**src/hw/rtl/clr_pkg.sv**
```systemverilog
// clr_pkg: shared types and constants for the clipped line rasterizer
// payload structs for the command and result channels, the pixel info struct
// passed from the stepping core to the top level, and the command codes

package clr_pkg;

    localparam int COORD_W    = 16;
    localparam int COLOR_W    = 8;
    localparam int RGB_W      = 3 * COLOR_W;
    localparam int ADDR_W     = 24;
    localparam int HEIGHT_W   = 13;
    // wide enough to hold MAX_HEIGHT at its top value
    localparam int HEIGHT_EXT_W = HEIGHT_W + 1;
    localparam int DX_W       = COORD_W + 1;
    localparam int NDY_W      = COORD_W + 2;
    localparam int ERR_W      = COORD_W + 3;

    localparam int FRAME_WIDTH_DEF     = 1024;
    localparam int BYTES_PER_PIXEL_DEF = 3;
    localparam int MAX_HEIGHT_DEF      = 4096;

    localparam logic [HEIGHT_W-1:0] FRAME_HEIGHT_RST = HEIGHT_W'(1024);

    localparam logic CMD_LOAD = 1'b0;
    localparam logic CMD_STEP = 1'b1;

    typedef struct packed {
        logic                      command;
        logic signed [COORD_W-1:0] start_x;
        logic signed [COORD_W-1:0] start_y;
        logic signed [COORD_W-1:0] end_x;
        logic signed [COORD_W-1:0] end_y;
        logic [COLOR_W-1:0]        color_red;
        logic [COLOR_W-1:0]        color_green;
        logic [COLOR_W-1:0]        color_blue;
    } t_in;

    typedef struct packed {
        logic               write_enable;
        logic [ADDR_W-1:0]  byte_address;
        logic [COLOR_W-1:0] pixel_red;
        logic [COLOR_W-1:0] pixel_green;
        logic [COLOR_W-1:0] pixel_blue;
        logic               last_pixel;
        logic               idle;
    } t_out;

    // current pixel of an active line, as seen by a step command
    typedef struct packed {
        logic                      drawing;
        logic                      last;
        logic signed [COORD_W-1:0] x;
        logic signed [COORD_W-1:0] y;
        logic [RGB_W-1:0]          color;
    } t_pix;

endpackage

```
**src/hw/rtl/clr_core.sv**
```systemverilog
// clr_core: line state registers and the Bresenham setup and step update
// uses clr_pkg for the command struct, the pixel info struct and command codes

module clr_core (
    input  logic           i_clk,
    input  logic           i_rst_n,
    input  logic           i_accept,
    input  clr_pkg::t_in   i_item,
    output clr_pkg::t_pix  o_pix
);

    logic signed [clr_pkg::COORD_W-1:0] r_cur_x, n_cur_x;
    logic signed [clr_pkg::COORD_W-1:0] r_cur_y, n_cur_y;
    logic signed [clr_pkg::COORD_W-1:0] r_tgt_x, n_tgt_x;
    logic signed [clr_pkg::COORD_W-1:0] r_tgt_y, n_tgt_y;
    logic signed [clr_pkg::DX_W-1:0]    r_dx, n_dx;
    logic signed [clr_pkg::NDY_W-1:0]   r_ndy, n_ndy;
    logic signed [clr_pkg::ERR_W-1:0]   r_err, n_err;
    logic                               r_sx_neg, n_sx_neg;
    logic                               r_sy_neg, n_sy_neg;
    logic [clr_pkg::RGB_W-1:0]          r_color, n_color;
    logic                               r_active, n_active;

    // load setup
    logic signed [clr_pkg::DX_W-1:0]    diff_x, diff_y, abs_x, abs_y;
    logic signed [clr_pkg::NDY_W-1:0]   ld_ndy;
    logic                               x_up, y_up;
    // step update
    logic signed [clr_pkg::ERR_W:0]     e2;
    logic                               move_x, move_y, at_end;
    logic signed [clr_pkg::ERR_W-1:0]   add_x, add_y;

    always_comb begin
        diff_x = clr_pkg::DX_W'(i_item.end_x) - clr_pkg::DX_W'(i_item.start_x);
        diff_y = clr_pkg::DX_W'(i_item.end_y) - clr_pkg::DX_W'(i_item.start_y);
        x_up   = i_item.end_x > i_item.start_x;
        y_up   = i_item.end_y > i_item.start_y;
        abs_x  = x_up ? diff_x : -diff_x;
        abs_y  = y_up ? diff_y : -diff_y;
        ld_ndy = -clr_pkg::NDY_W'(abs_y);

        e2     = {r_err, 1'b0};
        at_end = (r_cur_x == r_tgt_x) && (r_cur_y == r_tgt_y);
        move_x = e2 >= (clr_pkg::ERR_W+1)'(r_ndy);
        move_y = e2 <= (clr_pkg::ERR_W+1)'(r_dx);
        add_x  = move_x ? clr_pkg::ERR_W'(r_ndy) : '0;
        add_y  = move_y ? clr_pkg::ERR_W'(r_dx) : '0;
    end

    always_comb begin
        n_cur_x  = r_cur_x;
        n_cur_y  = r_cur_y;
        n_tgt_x  = r_tgt_x;
        n_tgt_y  = r_tgt_y;
        n_dx     = r_dx;
        n_ndy    = r_ndy;
        n_err    = r_err;
        n_sx_neg = r_sx_neg;
        n_sy_neg = r_sy_neg;
        n_color  = r_color;
        n_active = r_active;
        if (i_accept && i_item.command == clr_pkg::CMD_LOAD) begin
            n_cur_x  = i_item.start_x;
            n_cur_y  = i_item.start_y;
            n_tgt_x  = i_item.end_x;
            n_tgt_y  = i_item.end_y;
            n_dx     = abs_x;
            n_ndy    = ld_ndy;
            n_err    = clr_pkg::ERR_W'(abs_x) + clr_pkg::ERR_W'(ld_ndy);
            n_sx_neg = !x_up;
            n_sy_neg = !y_up;
            n_color  = {i_item.color_red, i_item.color_green, i_item.color_blue};
            n_active = 1'b1;
        end else if (i_accept && r_active) begin
            if (at_end) begin
                n_active = 1'b0;
            end else begin
                n_err = r_err + add_x + add_y;
                if (move_x) begin
                    n_cur_x = r_sx_neg ? r_cur_x - 16'sd1 : r_cur_x + 16'sd1;
                end
                if (move_y) begin
                    n_cur_y = r_sy_neg ? r_cur_y - 16'sd1 : r_cur_y + 16'sd1;
                end
            end
        end
    end

    always_ff @(posedge i_clk) begin
        if (!i_rst_n) begin
            r_cur_x  <= '0;
            r_cur_y  <= '0;
            r_tgt_x  <= '0;
            r_tgt_y  <= '0;
            r_dx     <= '0;
            r_ndy    <= '0;
            r_err    <= '0;
            r_sx_neg <= 1'b0;
            r_sy_neg <= 1'b0;
            r_color  <= '0;
            r_active <= 1'b0;
        end else begin
            r_cur_x  <= n_cur_x;
            r_cur_y  <= n_cur_y;
            r_tgt_x  <= n_tgt_x;
            r_tgt_y  <= n_tgt_y;
            r_dx     <= n_dx;
            r_ndy    <= n_ndy;
            r_err    <= n_err;
            r_sx_neg <= n_sx_neg;
            r_sy_neg <= n_sy_neg;
            r_color  <= n_color;
            r_active <= n_active;
        end
    end

    always_comb begin
        o_pix.drawing = (i_item.command == clr_pkg::CMD_STEP) && r_active;
        o_pix.last    = at_end;
        o_pix.x       = r_cur_x;
        o_pix.y       = r_cur_y;
        o_pix.color   = r_color;
    end

endmodule

```
**src/hw/rtl/clr_pixel_addr.sv**
```systemverilog
// clr_pixel_addr: frame clipping test and byte address of one pixel
// uses clr_pkg for coordinate, height and address widths

module clr_pixel_addr #(
    parameter int FRAME_WIDTH     = clr_pkg::FRAME_WIDTH_DEF,
    parameter int BYTES_PER_PIXEL = clr_pkg::BYTES_PER_PIXEL_DEF,
    parameter int MAX_HEIGHT      = clr_pkg::MAX_HEIGHT_DEF
) (
    input  logic signed [clr_pkg::COORD_W-1:0] i_x,
    input  logic signed [clr_pkg::COORD_W-1:0] i_y,
    input  logic [clr_pkg::HEIGHT_W-1:0]       i_height,
    output logic                               o_inside,
    output logic [clr_pkg::ADDR_W-1:0]         o_addr
);

    localparam int ROW_W     = (MAX_HEIGHT > 1) ? $clog2(MAX_HEIGHT) : 1;
    localparam int COL_W     = (FRAME_WIDTH > 1) ? $clog2(FRAME_WIDTH) : 1;
    localparam int ROW_BYTES = FRAME_WIDTH * BYTES_PER_PIXEL;
    localparam int RB_W      = $clog2(ROW_BYTES + 1);
    localparam int BPP_W     = $clog2(BYTES_PER_PIXEL + 1);
    localparam int SUM_W     = ROW_W + RB_W + 1;

    localparam logic [RB_W-1:0]  ROW_BYTES_C = RB_W'(ROW_BYTES);
    localparam logic [BPP_W-1:0] BPP_C       = BPP_W'(BYTES_PER_PIXEL);
    localparam logic [clr_pkg::HEIGHT_EXT_W-1:0] MAX_H_C =
        clr_pkg::HEIGHT_EXT_W'(MAX_HEIGHT);
    localparam logic [clr_pkg::COORD_W-1:0] WIDTH_C = clr_pkg::COORD_W'(FRAME_WIDTH);

    logic [clr_pkg::HEIGHT_EXT_W-1:0] h_ext, h_eff;
    logic [ROW_W-1:0]                 row;
    logic [COL_W-1:0]                 col;
    logic [SUM_W-1:0]                 row_off, col_off, sum;
    logic [clr_pkg::ADDR_W+SUM_W-1:0] sum_ext;

    always_comb begin
        // clipping height saturates at the largest supported frame
        h_ext    = clr_pkg::HEIGHT_EXT_W'(i_height);
        h_eff    = (h_ext > MAX_H_C) ? MAX_H_C : h_ext;
        o_inside = !i_x[clr_pkg::COORD_W-1] && !i_y[clr_pkg::COORD_W-1]
                && (clr_pkg::COORD_W'(i_x) < WIDTH_C)
                && (clr_pkg::COORD_W'(i_y) < clr_pkg::COORD_W'(h_eff));

        row     = i_y[ROW_W-1:0];
        col     = i_x[COL_W-1:0];
        row_off = SUM_W'(row) * SUM_W'(ROW_BYTES_C);
        col_off = SUM_W'(col) * SUM_W'(BPP_C);
        sum     = row_off + col_off;
        sum_ext = (clr_pkg::ADDR_W+SUM_W)'(sum);
        o_addr  = o_inside ? sum_ext[clr_pkg::ADDR_W-1:0] : '0;
    end

endmodule

```
**src/hw/rtl/clipped_line_rasterizer.sv**
```systemverilog
// clipped_line_rasterizer: Bresenham line drawer with frame clipping
// uses clr_pkg, clr_core and clr_pixel_addr
//
// Usage:
//   command channel (i_in_valid / o_in_stall / i_in): a load command takes
//   two signed endpoints and a color; each step command yields the next
//   pixel of the line. A transfer happens when valid is high and stall low.
//   result channel (o_out_valid / i_out_stall / o_out): one result per
//   command, in command order. Pixels outside the frame come back with
//   write_enable low; loads and steps with no active line come back idle.
//   config channel (i_cfg_valid / o_cfg_ready / i_cfg_data): frame height
//   used for clipping, always ready, to be written while no command is in
//   flight.
// Timing: the result is valid in the cycle after the command transfer. One
//   command per cycle is accepted, limited only by the result register while
//   a stalling receiver holds it: the step update and the address multiply
//   both sit between the line state and that register.
// Reset: no line is active, no result is pending and the frame height
//   returns to 1024 rows. While the receiver stalls, the held result stays
//   put and o_in_stall is raised, so no further command is taken.

module clipped_line_rasterizer #(
    parameter int FRAME_WIDTH     = clr_pkg::FRAME_WIDTH_DEF,
    parameter int BYTES_PER_PIXEL = clr_pkg::BYTES_PER_PIXEL_DEF,
    parameter int MAX_HEIGHT      = clr_pkg::MAX_HEIGHT_DEF
) (
    input  logic                          i_clk,
    input  logic                          i_rst_n,
    input  logic                          i_in_valid,
    output logic                          o_in_stall,
    input  clr_pkg::t_in                  i_in,
    output logic                          o_out_valid,
    input  logic                          i_out_stall,
    output clr_pkg::t_out                 o_out,
    input  logic                          i_cfg_valid,
    output logic                          o_cfg_ready,
    input  logic [clr_pkg::HEIGHT_W-1:0]  i_cfg_data
);

    logic [clr_pkg::HEIGHT_W-1:0] r_height;
    logic                         r_out_valid, n_out_valid;
    clr_pkg::t_out                r_out, n_out;
    logic                         in_xfer;
    clr_pkg::t_pix                pix;
    logic                         pix_inside;
    logic [clr_pkg::ADDR_W-1:0]   addr;

    assign o_cfg_ready = 1'b1;
    assign o_in_stall  = r_out_valid && i_out_stall;
    assign in_xfer     = i_in_valid && !o_in_stall;

    clr_core u_core (
        .i_clk    (i_clk),
        .i_rst_n  (i_rst_n),
        .i_accept (in_xfer),
        .i_item   (i_in),
        .o_pix    (pix)
    );

    clr_pixel_addr #(
        .FRAME_WIDTH     (FRAME_WIDTH),
        .BYTES_PER_PIXEL (BYTES_PER_PIXEL),
        .MAX_HEIGHT      (MAX_HEIGHT)
    ) u_addr (
        .i_x      (pix.x),
        .i_y      (pix.y),
        .i_height (r_height),
        .o_inside (pix_inside),
        .o_addr   (addr)
    );

    always_comb begin
        n_out.write_enable = pix.drawing && pix_inside;
        n_out.byte_address = pix.drawing ? addr : '0;
        n_out.pixel_red    = pix.drawing ? pix.color[23:16] : '0;
        n_out.pixel_green  = pix.drawing ? pix.color[15:8] : '0;
        n_out.pixel_blue   = pix.drawing ? pix.color[7:0] : '0;
        n_out.last_pixel   = pix.drawing && pix.last;
        n_out.idle         = !pix.drawing;

        if (in_xfer) begin
            n_out_valid = 1'b1;
        end else if (!i_out_stall) begin
            n_out_valid = 1'b0;
        end else begin
            n_out_valid = r_out_valid;
        end
    end

    always_ff @(posedge i_clk) begin
        if (!i_rst_n) begin
            r_height    <= clr_pkg::FRAME_HEIGHT_RST;
            r_out_valid <= 1'b0;
        end else begin
            if (i_cfg_valid && o_cfg_ready) begin
                r_height <= i_cfg_data;
            end
            r_out_valid <= n_out_valid;
        end
    end

    always_ff @(posedge i_clk) begin
        if (in_xfer) begin
            r_out <= n_out;
        end
    end

    assign o_out_valid = r_out_valid;
    assign o_out       = r_out;

    a_idle_no_write: assert property (@(posedge i_clk) disable iff (!i_rst_n)
        o_out_valid && o_out.idle |-> !o_out.write_enable && !o_out.last_pixel
        && o_out.byte_address == '0)
        else $error("idle result carries a pixel");

    a_clip_addr: assert property (@(posedge i_clk) disable iff (!i_rst_n)
        o_out_valid && !o_out.write_enable |-> o_out.byte_address == '0)
        else $error("clipped pixel has a nonzero address");

    a_reset_empty: assert property (@(posedge i_clk)
        !i_rst_n |=> !o_out_valid)
        else $error("result valid right after reset");

    a_stall_blocks: assert property (@(posedge i_clk) disable iff (!i_rst_n)
        o_out_valid && i_out_stall |-> !in_xfer)
        else $error("command taken while result is held");

endmodule
```
**config.mk**
```make
export PLATFORM = sky130hd
export DESIGN_NAME = clipped_line_rasterizer
export DESIGN_NICKNAME = d
export VERILOG_FILES = /design/src/hw/rtl/clr_pkg.sv /design/src/hw/rtl/clr_core.sv /design/src/hw/rtl/clr_pixel_addr.sv /design/src/hw/rtl/clipped_line_rasterizer.sv
export SDC_FILE = /design/constraint.sdc
export NUM_CORES = 1
export LEC_CHECK = 0
export ABC_AREA = 1
export ABC_CLOCK_PERIOD_IN_PS = 4800
export CAP_MARGIN = 15
export CORE_AREA = 2 2 193 384
export DETAILED_ROUTE_END_ITERATION = 16
export DIE_AREA = 0 0 195 386
export DONT_BUFFER_PORTS = 1
export SYNTH_ARGS = -nofsm -noshare
export SYNTH_HDL_FRONTEND = slang
export SYNTH_SLANG_ARGS = --single-unit
```
**constraint.sdc**
```tcl
create_clock -name i_clk -period 4.8 [get_ports i_clk]
set_input_delay 0.96 -clock i_clk [delete_from_list [all_inputs] [get_ports i_clk]]
set_output_delay 0.96 -clock i_clk [all_outputs]
set_load 0.02 [all_outputs]
```
==> results of run 1 <==
layer usage:
layer / part of all wire (%) / wire length (µm) / vias up / global-route usage, %
li1: - / - / 9196 / -
met1: 32 / 20700 / 8277 / 14.4
met2: 54 / 34700 / 375 / 32.8
met3: 3.3 / 2120 / 190 / 1.87
met4: 9.9 / 6290 / 6 / 15.3
met5: 0.060 / 38 / - / 0
cells by family after synthesis:
| kind of cell | count (synthesis) | synth area share (%) |
|---|---|---|
| DFF | 210 | 26.4 |
| and+or+nand+nor | 1094 | 26.9 |
| AOI/OAI and AO/OA | 549 | 16.4 |
| other | 1 | 0.0210 |
| buffers and inverters | 501 | 10.7 |
| adders and majority gates | 207 | 15.6 |
| xor gates and xnor gates | 81 | 3.97 |
worst max-delay path, delay by kind of cell (launching register included):
family	cells	cell delay (ns)
simple gates	16	1.31
fa+ha+maj	4	1.27
compound gates	5	0.89
buf+inv	4	0.44
flops	1	0.33
xor+xnor	1	0.20
stage by stage:
| step | utilization, % | TNS (ns) |
|---|---|---|
| 2_1_floorplan | - | 0 |
| 3_3_place_gp | 28.8 | -2.01 |
| 3_5_place_dp | 28.8 | -2.37 |
| 4_1_cts | 29.8 | 0 |
| 5_1_grt | 30.4 | -0.191 |
| 6_report | 30.4 | 0 |
power groups by stage:
| stage | sequential [W] | combinational [W] | clock (W) |
|---|---|---|---|
| final | 0.00211 | 0.00385 | 0.00182 |
| after CTS | 0.00211 | 0.00367 | 0.00187 |
| after global placement | 0.00215 | 0.00362 | 0 |
| after detailed placement | 0.00215 | 0.00364 | 0 |
| after global routing | 0.00212 | 0.00428 | 0.00192 |
| after floorplan | 0.00209 | 0.00210 | 0 |
cell type report:
type	count	area share, %
diodes	14	0.159
clock buffers	27	2.77
clock inverters	15	0.567
inverters	428	7.29
multi-input cells	1932	52.5
flip-flops and latches	210	21.4
well taps	923	5.23
repair buffers	295	10.1
final timing paths:
check	slack, ns	cells past startpoint	start	endpoint
worst min register to register	0.45	2	u_core.r_color[18]	u_core.r_color[18]
worst max-delay path	0.24	30	u_core.r_dx[16]	u_core.r_err[15]
worst min-delay path	0.45	2	u_core.r_color[18]	u_core.r_color[18]
worst max register to register	0.24	30	u_core.r_dx[16]	u_core.r_err[15]
flip-flops by register name, indices dropped and copies added, names as in the netlist:
name	cells
u_core.r_tgt_x	16
u_core.r_cur_x	16
u_core.r_ndy	18
u_core.r_color	24
u_core.r_sx_neg	1
o_out	51
o_out_valid	1
u_core.r_active	1
u_core.r_cur_y	16
u_core.r_tgt_y	16
u_core.r_sy_neg	1
u_core.r_dx	17
u_core.r_err	19
r_height	13
timing repair:
action / 4_1_cts / 5_1_grt
gates resized for setup: 2 / 83
gates cloned: 0 / 0
setup buffers: 0 / 9
pin swaps: 0 / 22
setup endpoints to repair: 1 / 11
cell usage in the layout (no fill, tap or decap), types with 16 or more instances in the layout:
master / instances
nand4_1: 46
inv_1: 412
a31oi_1: 16
xor2_1: 55
ha_1: 170
edfxtp_1: 51
or2_2: 16
xnor2_1: 22
dfxtp_1: 156
nand2_2: 35
nor2_1: 173
o21ai_0: 191
a21oi_1: 260
nand3_1: 177
fa_1: 25
clkbuf_16: 23
nand2_1: 556
buf_4: 292
nor3_1: 23
==> results.yml, run 1 <==
finish:
  syn2layout_area_growth_pct: 23.5
  drive_above_1_share_pct: 16.5
  regArea_um2: 4720
  nNetsFinal: 3204
  final_area_um2: 22100
  instances_no_fill: 3844
  fillers: 8016
  multiInputGateArea_um2: 11600
cts:
  h-tree-depth: 1
  clock_latency_ns: 0.56
  path_clk_slew_ns: 0.07
  cts_sinks: 210
  cts_max_path_buffers: 3
  clock-root-buffer: "clkbuf_16"
  cts_tree: "built"
  ctsHoldBuffers: 0
  cts_buffers: 23
floorplan:
  start_util_pct: 24.6
  rows: 140
  core_area_um2: 72500
  ios: 161
  fp.dieW_um: 195
  die_h_um: 386
  dieArea_um2: 75300
logic_synthesis:
  synthTopCellsByCount: "nand2_1, inv_1, a21oi_1"
  synth_seq_area_share_pct: 26.4
  syn_nets: 2957
  syn_inst: 2643
  synth_edf_count: 51
  syn_avg_cell_area_um2: 6.76
  synth.ff_latch_count: 210
  synth_warnings: 0
  yosys.area.top_type_share_pct: 17.8
  yosys-top-cells-area: "dfxtp_1, ha_1, nand2_1, inv_1, edfxtp_1"
  synth_area_um2: 17900
  yosysMostFrequentCell: "nand2_1"
  synth_top_cell_by_area: "dfxtp_1"
  synth_ff_type: "dfxtp_1"
  synth_cell_types: 54
  async_flop_share_pct: 0
global_routing:
  grt_max_degree: 106
  grt_use_total_pct: 16.6
  antenna_found_initial: 10
  grt_pass1_wl_um: 96900
  grt_overflow_total: 0
  grt_pass1_vias: 17942
setup_path:
  crit_fanout: 5
  critPathKind: "flip-flop to flip-flop"
  slowest_delay_ns: 0.41
  start_kind: "flip-flop"
  cp-end-kind: "flip-flop"
  cp.required_ns: 5.24
  crit_slowest_cell: "fa_1"
  cp_common_cell: "nand3_1"
  critPathArrivalTime_ns: 5.00
power_and_ir_drop:
  power_frac_comb_pct: 49.5
  p_sw_share_pct: 40.8
  intPower_w: 0.00461
  p_leak_nw: 10.5
  ir_drop_v: 0.000220
  p_per_area_nw_per_um2: 352
  power_w: 0.00778
  p_seq_share_pct: 27.1
  clkPwrFrac_pct: 23.4
  p_switching_w: 0.00317
placed_design:
  dpl_cell_area_um2: 20900
  io_buffers: 0
  dp.cells: 3779
  gp_congestion: 0.908
  dp_hpwl_um: 51500
  preCtsSetupSlack_ns: -0.438
outcome:
  status: "completed"
timing:
  holdWs_ns: 0.451
  slew_violations: 0
  setup_ws_ns: 0.243
  fmax_mhz: 219
  finalSetupViolCount: 0
  min_period_over_period_pct: 94.9
  fin_crit_ns: 4.56
  hold_viol_final: 0
  rsz0062_at_grt: "true"
  slew_headroom_pct: 31.7
  finClkSkew_ns: 0.0142
  worstMarginPinSlew_ns: 1.02
routing:
  routed_wl_um: 63800
  via_count: 18044
  first_pass_iters: 7
  wl_per_cell_um: 16.6
  drt_iter0_drc: 721
  final_antenna_net_count: 0
  drc: 0
  detail_route.vias_per_cell: 4.69
flow_run:
  maxCapViolCount: 0
worst_hold_path:
  hp-class: "flip-flop to flip-flop"
Note: power is estimated with default switching activity, not from simulation.
==> run 2: changes to the inputs <==
--- a/config.mk
+++ b/config.mk
@@ -5,12 +5,11 @@
 export SDC_FILE = /design/constraint.sdc
 export NUM_CORES = 1
 export LEC_CHECK = 0
-export ABC_AREA = 1
 export ABC_CLOCK_PERIOD_IN_PS = 4800
 export CAP_MARGIN = 15
-export CORE_AREA = 2 2 193 384
+export CORE_AREA = 2 2 188 374
 export DETAILED_ROUTE_END_ITERATION = 16
-export DIE_AREA = 0 0 195 386
+export DIE_AREA = 0 0 190 376
 export DONT_BUFFER_PORTS = 1
 export SYNTH_ARGS = -nofsm -noshare
 export SYNTH_HDL_FRONTEND = slang
==> results.yml, run 2 <==
logic_synthesis:
  synth_compound_area_share_pct: 20.9
  synthAdderAreaFrac_pct: 16.4
  yosys-top-cells-area: "dfxtp_1, ha_1, edfxtp_1, nand2_1, xnor2_1"
  yosys.area.top_type_share_pct: 18.7
  synth_top_family_by_area: "compound AO/OA/AOI/OAI gates"
  synth_top_cell_by_area: "dfxtp_1"
  synth_cell_types: 85
  synthTopCellsByCount: "nand2_1, ha_1, a21oi_1"
  syn_inst: 2118
  async_flop_share_pct: 0
  synth_area_um2: 17000
  synth_ff_type: "dfxtp_1"
  yosysMostFrequentCell: "nand2_1"
  syn_avg_cell_area_um2: 8.04
  synth_seq_area_share_pct: 27.7
  synth_mux_area_share_pct: 1.71
  yosys.area_share.xor_xnor_pct: 8.62
  synthSimpleGateAreaFrac_pct: 18.8
  syn_nets: 2432
  synth_edf_count: 51
  synth_warnings: 0
  synth.ff_latch_count: 210
setup_path:
  timing.rr.end: "u_core.r_err[17]"
  critPathArrivalTime_ns: 5.49
  cp.required_ns: 5.26
  cp_common_cell: "buf_4"
  crit_path_end: "u_core.r_err[17]"
  r2r-start: "u_core.r_dx[16]"
  cp-end-kind: "flip-flop"
  worst-r2r-cell-count: 26
  critPathKind: "input pin to flip-flop"
  crit_slowest_cell: "or4b_4"
  crit_chain: "inv_8 > ha_4 > fa_2 > nand2b_4 > a21oi_4 > xor2_2 > or4b_4 > nor4_4 > buf_4 > nand2_2 > or3_4 > o31ai_4 > xor2_2 > buf_4 > buf_4 > a21oi_1 > ha_1 > or2_4 > a21oi_2 > a311oi_1 > o21ai_1 > nor4_4 > nor3_2"
  ff2ff_setup_slack_ns: -0.17
  slowest_delay_ns: 0.53
  start_kind: "input pin"
  crit_fanout: 4
  startpoint: "i_in[24]"
routing:
  routed_wl_um: 65100
  drt_iter0_drc: 764
  first_pass_iters: 6
  wl_per_cell_um: 19.1
  via_count: 16810
  detail_route.vias_per_cell: 4.94
  drc: 0
  final_antenna_net_count: 0
cts:
  clock-root-buffer: "clkbuf_16"
  cts_tree: "built"
  ctsHoldBuffers: 0
  cts_max_path_buffers: 3
  h-tree-depth: 1
  path_clk_slew_ns: 0.08
  cts_buffers: 22
  clock_latency_ns: 0.57
  cts_sinks: 210
finish:
  final_core_util_pct: 33.4
  drive_above_1_share_pct: 27.2
  nNetsFinal: 2794
  syn2layout_area_growth_pct: 34.7
  largest_reg_flops: 51
  fillers: 7126
  final_area_um2: 22900
  mostFrequentLayoutCell: "buf_4"
  mostFrequentLayoutCells: "buf_4, nand2_1, nor2_1"
worst_hold_path:
  hp-class: "flip-flop to flip-flop"
timing:
  rsz0062_at_grt: "true"
  fin_crit_ns: 5.04
  slew_violations: 0
  worstMarginPinSlew_ns: 1.12
  setup_ws_ns: -0.239
  fmax_mhz: 198
  finClkSkew_ns: 0.0315
  min_period_over_period_pct: 105
  hold_viol_final: 0
  slew_headroom_pct: 25.5
  finalSetupViolCount: 3
  setup_tns_ns: -0.335
global_routing:
  grt_pass1_wl_um: 97100
  grt_max_degree: 88
  grt_pass1_vias: 17231
  grt_overflow_total: 0
  grt_use_total_pct: 17.9
  antenna_found_initial: 7
placed_design:
  preCtsSetupSlack_ns: -1.53
  gp_congestion: 0.921
  io_buffers: 0
  dpl_cell_area_um2: 20900
  dp_hpwl_um: 51500
outcome:
  violations: "setup timing"
  status: "complete, but fails checks"
power_and_ir_drop:
  p_leak_nw: 9.96
  p_per_area_nw_per_um2: 429
  ir_drop_v: 0.000304
floorplan:
  dieArea_um2: 71400
  start_util_pct: 24.8
  die_h_um: 376
  ios: 161
  fp.dieW_um: 190
  core_area_um2: 68600
  rows: 136
flow_run:
  maxCapViolCount: 0
[run 2: cells by family after synthesis]
logic type | after synthesis
xor gates and xnor gates | 165
DFF | 210
muxes | 29
AOI/OAI and AO/OA | 548
buffers and inverters | 263
other | 1
adders and majority gates | 207
and+or+nand+nor | 695
[run 2: stage by stage]
stage                     hold WS, ns  instances  total power (W)
after floorplan                 0.432       2118          0.00503
final                           0.452       3401          0.00982
after detailed placement        0.442       3316          0.00731
after global routing            0.462       3393           0.0104
after global placement          0.439       3316          0.00729
after CTS                       0.454       3372          0.00941
[run 2: worst min path at each step]
stage / from / end / slack [ns] / cells past startpoint
6_report: u_core.r_color[20] / u_core.r_color[20] / 0.45 / 2
5_1_grt: i_rst_n / r_height[10] / 0.46 / 1
4_1_cts: u_core.r_color[18] / u_core.r_color[18] / 0.45 / 2
3_5_place_dp: u_core.r_color[22] / u_core.r_color[22] / 0.44 / 2
3_3_place_gp: u_core.r_color[22] / u_core.r_color[22] / 0.44 / 2
2_1_floorplan: u_core.r_color[19] / u_core.r_color[19] / 0.43 / 2
[run 2: worst max-delay path: cells and delay by family]
kind,cells,cell delay [ns]
simple gates,8,2.07
compound gates,6,0.87
fa+ha+maj,3,0.84
buf+inv,4,0.44
xor+xnor,2,0.29
[run 2: power by group]
group	leakage [nW]	internal [W]	switching [W]
clock	0.343	0.000872	0.000874
sequential	1.82	0.00197	0.000220
combinational	7.79	0.00284	0.00305
total	9.96	0.00568	0.00414
[run 2: final cells by class]
type	instances	area, µm²	area share [%]
inverter	179	701	3.06
multi-input combinational	1645	12400	54.1
tap	897	1120	4.90
antenna	8	20.0	0.0873
clock inverter	18	146	0.639
sequential	210	4730	20.6
clock buffer	22	551	2.40
timing repair buffer	422	3240	14.2
[run 2: timing repair]
| action | CTS | global route |
|---|---|---|
| resized for setup | 100 | 102 |
| hold endpoints to repair | 0 | 0 |
| pin swaps | 74 | 86 |
| setup buffers | 18 | 22 |
| gates cloned | 0 | 0 |
| endpoints found under the setup margin | 12 | 12 |
[run 2: metal layers]
layer / track usage [%] / part of all wire (%)
met5: 0 / 0.046
met4: 16.3 / 11
met3: 3.25 / 4.5
met2: 34.0 / 53
met1: 15.4 / 32
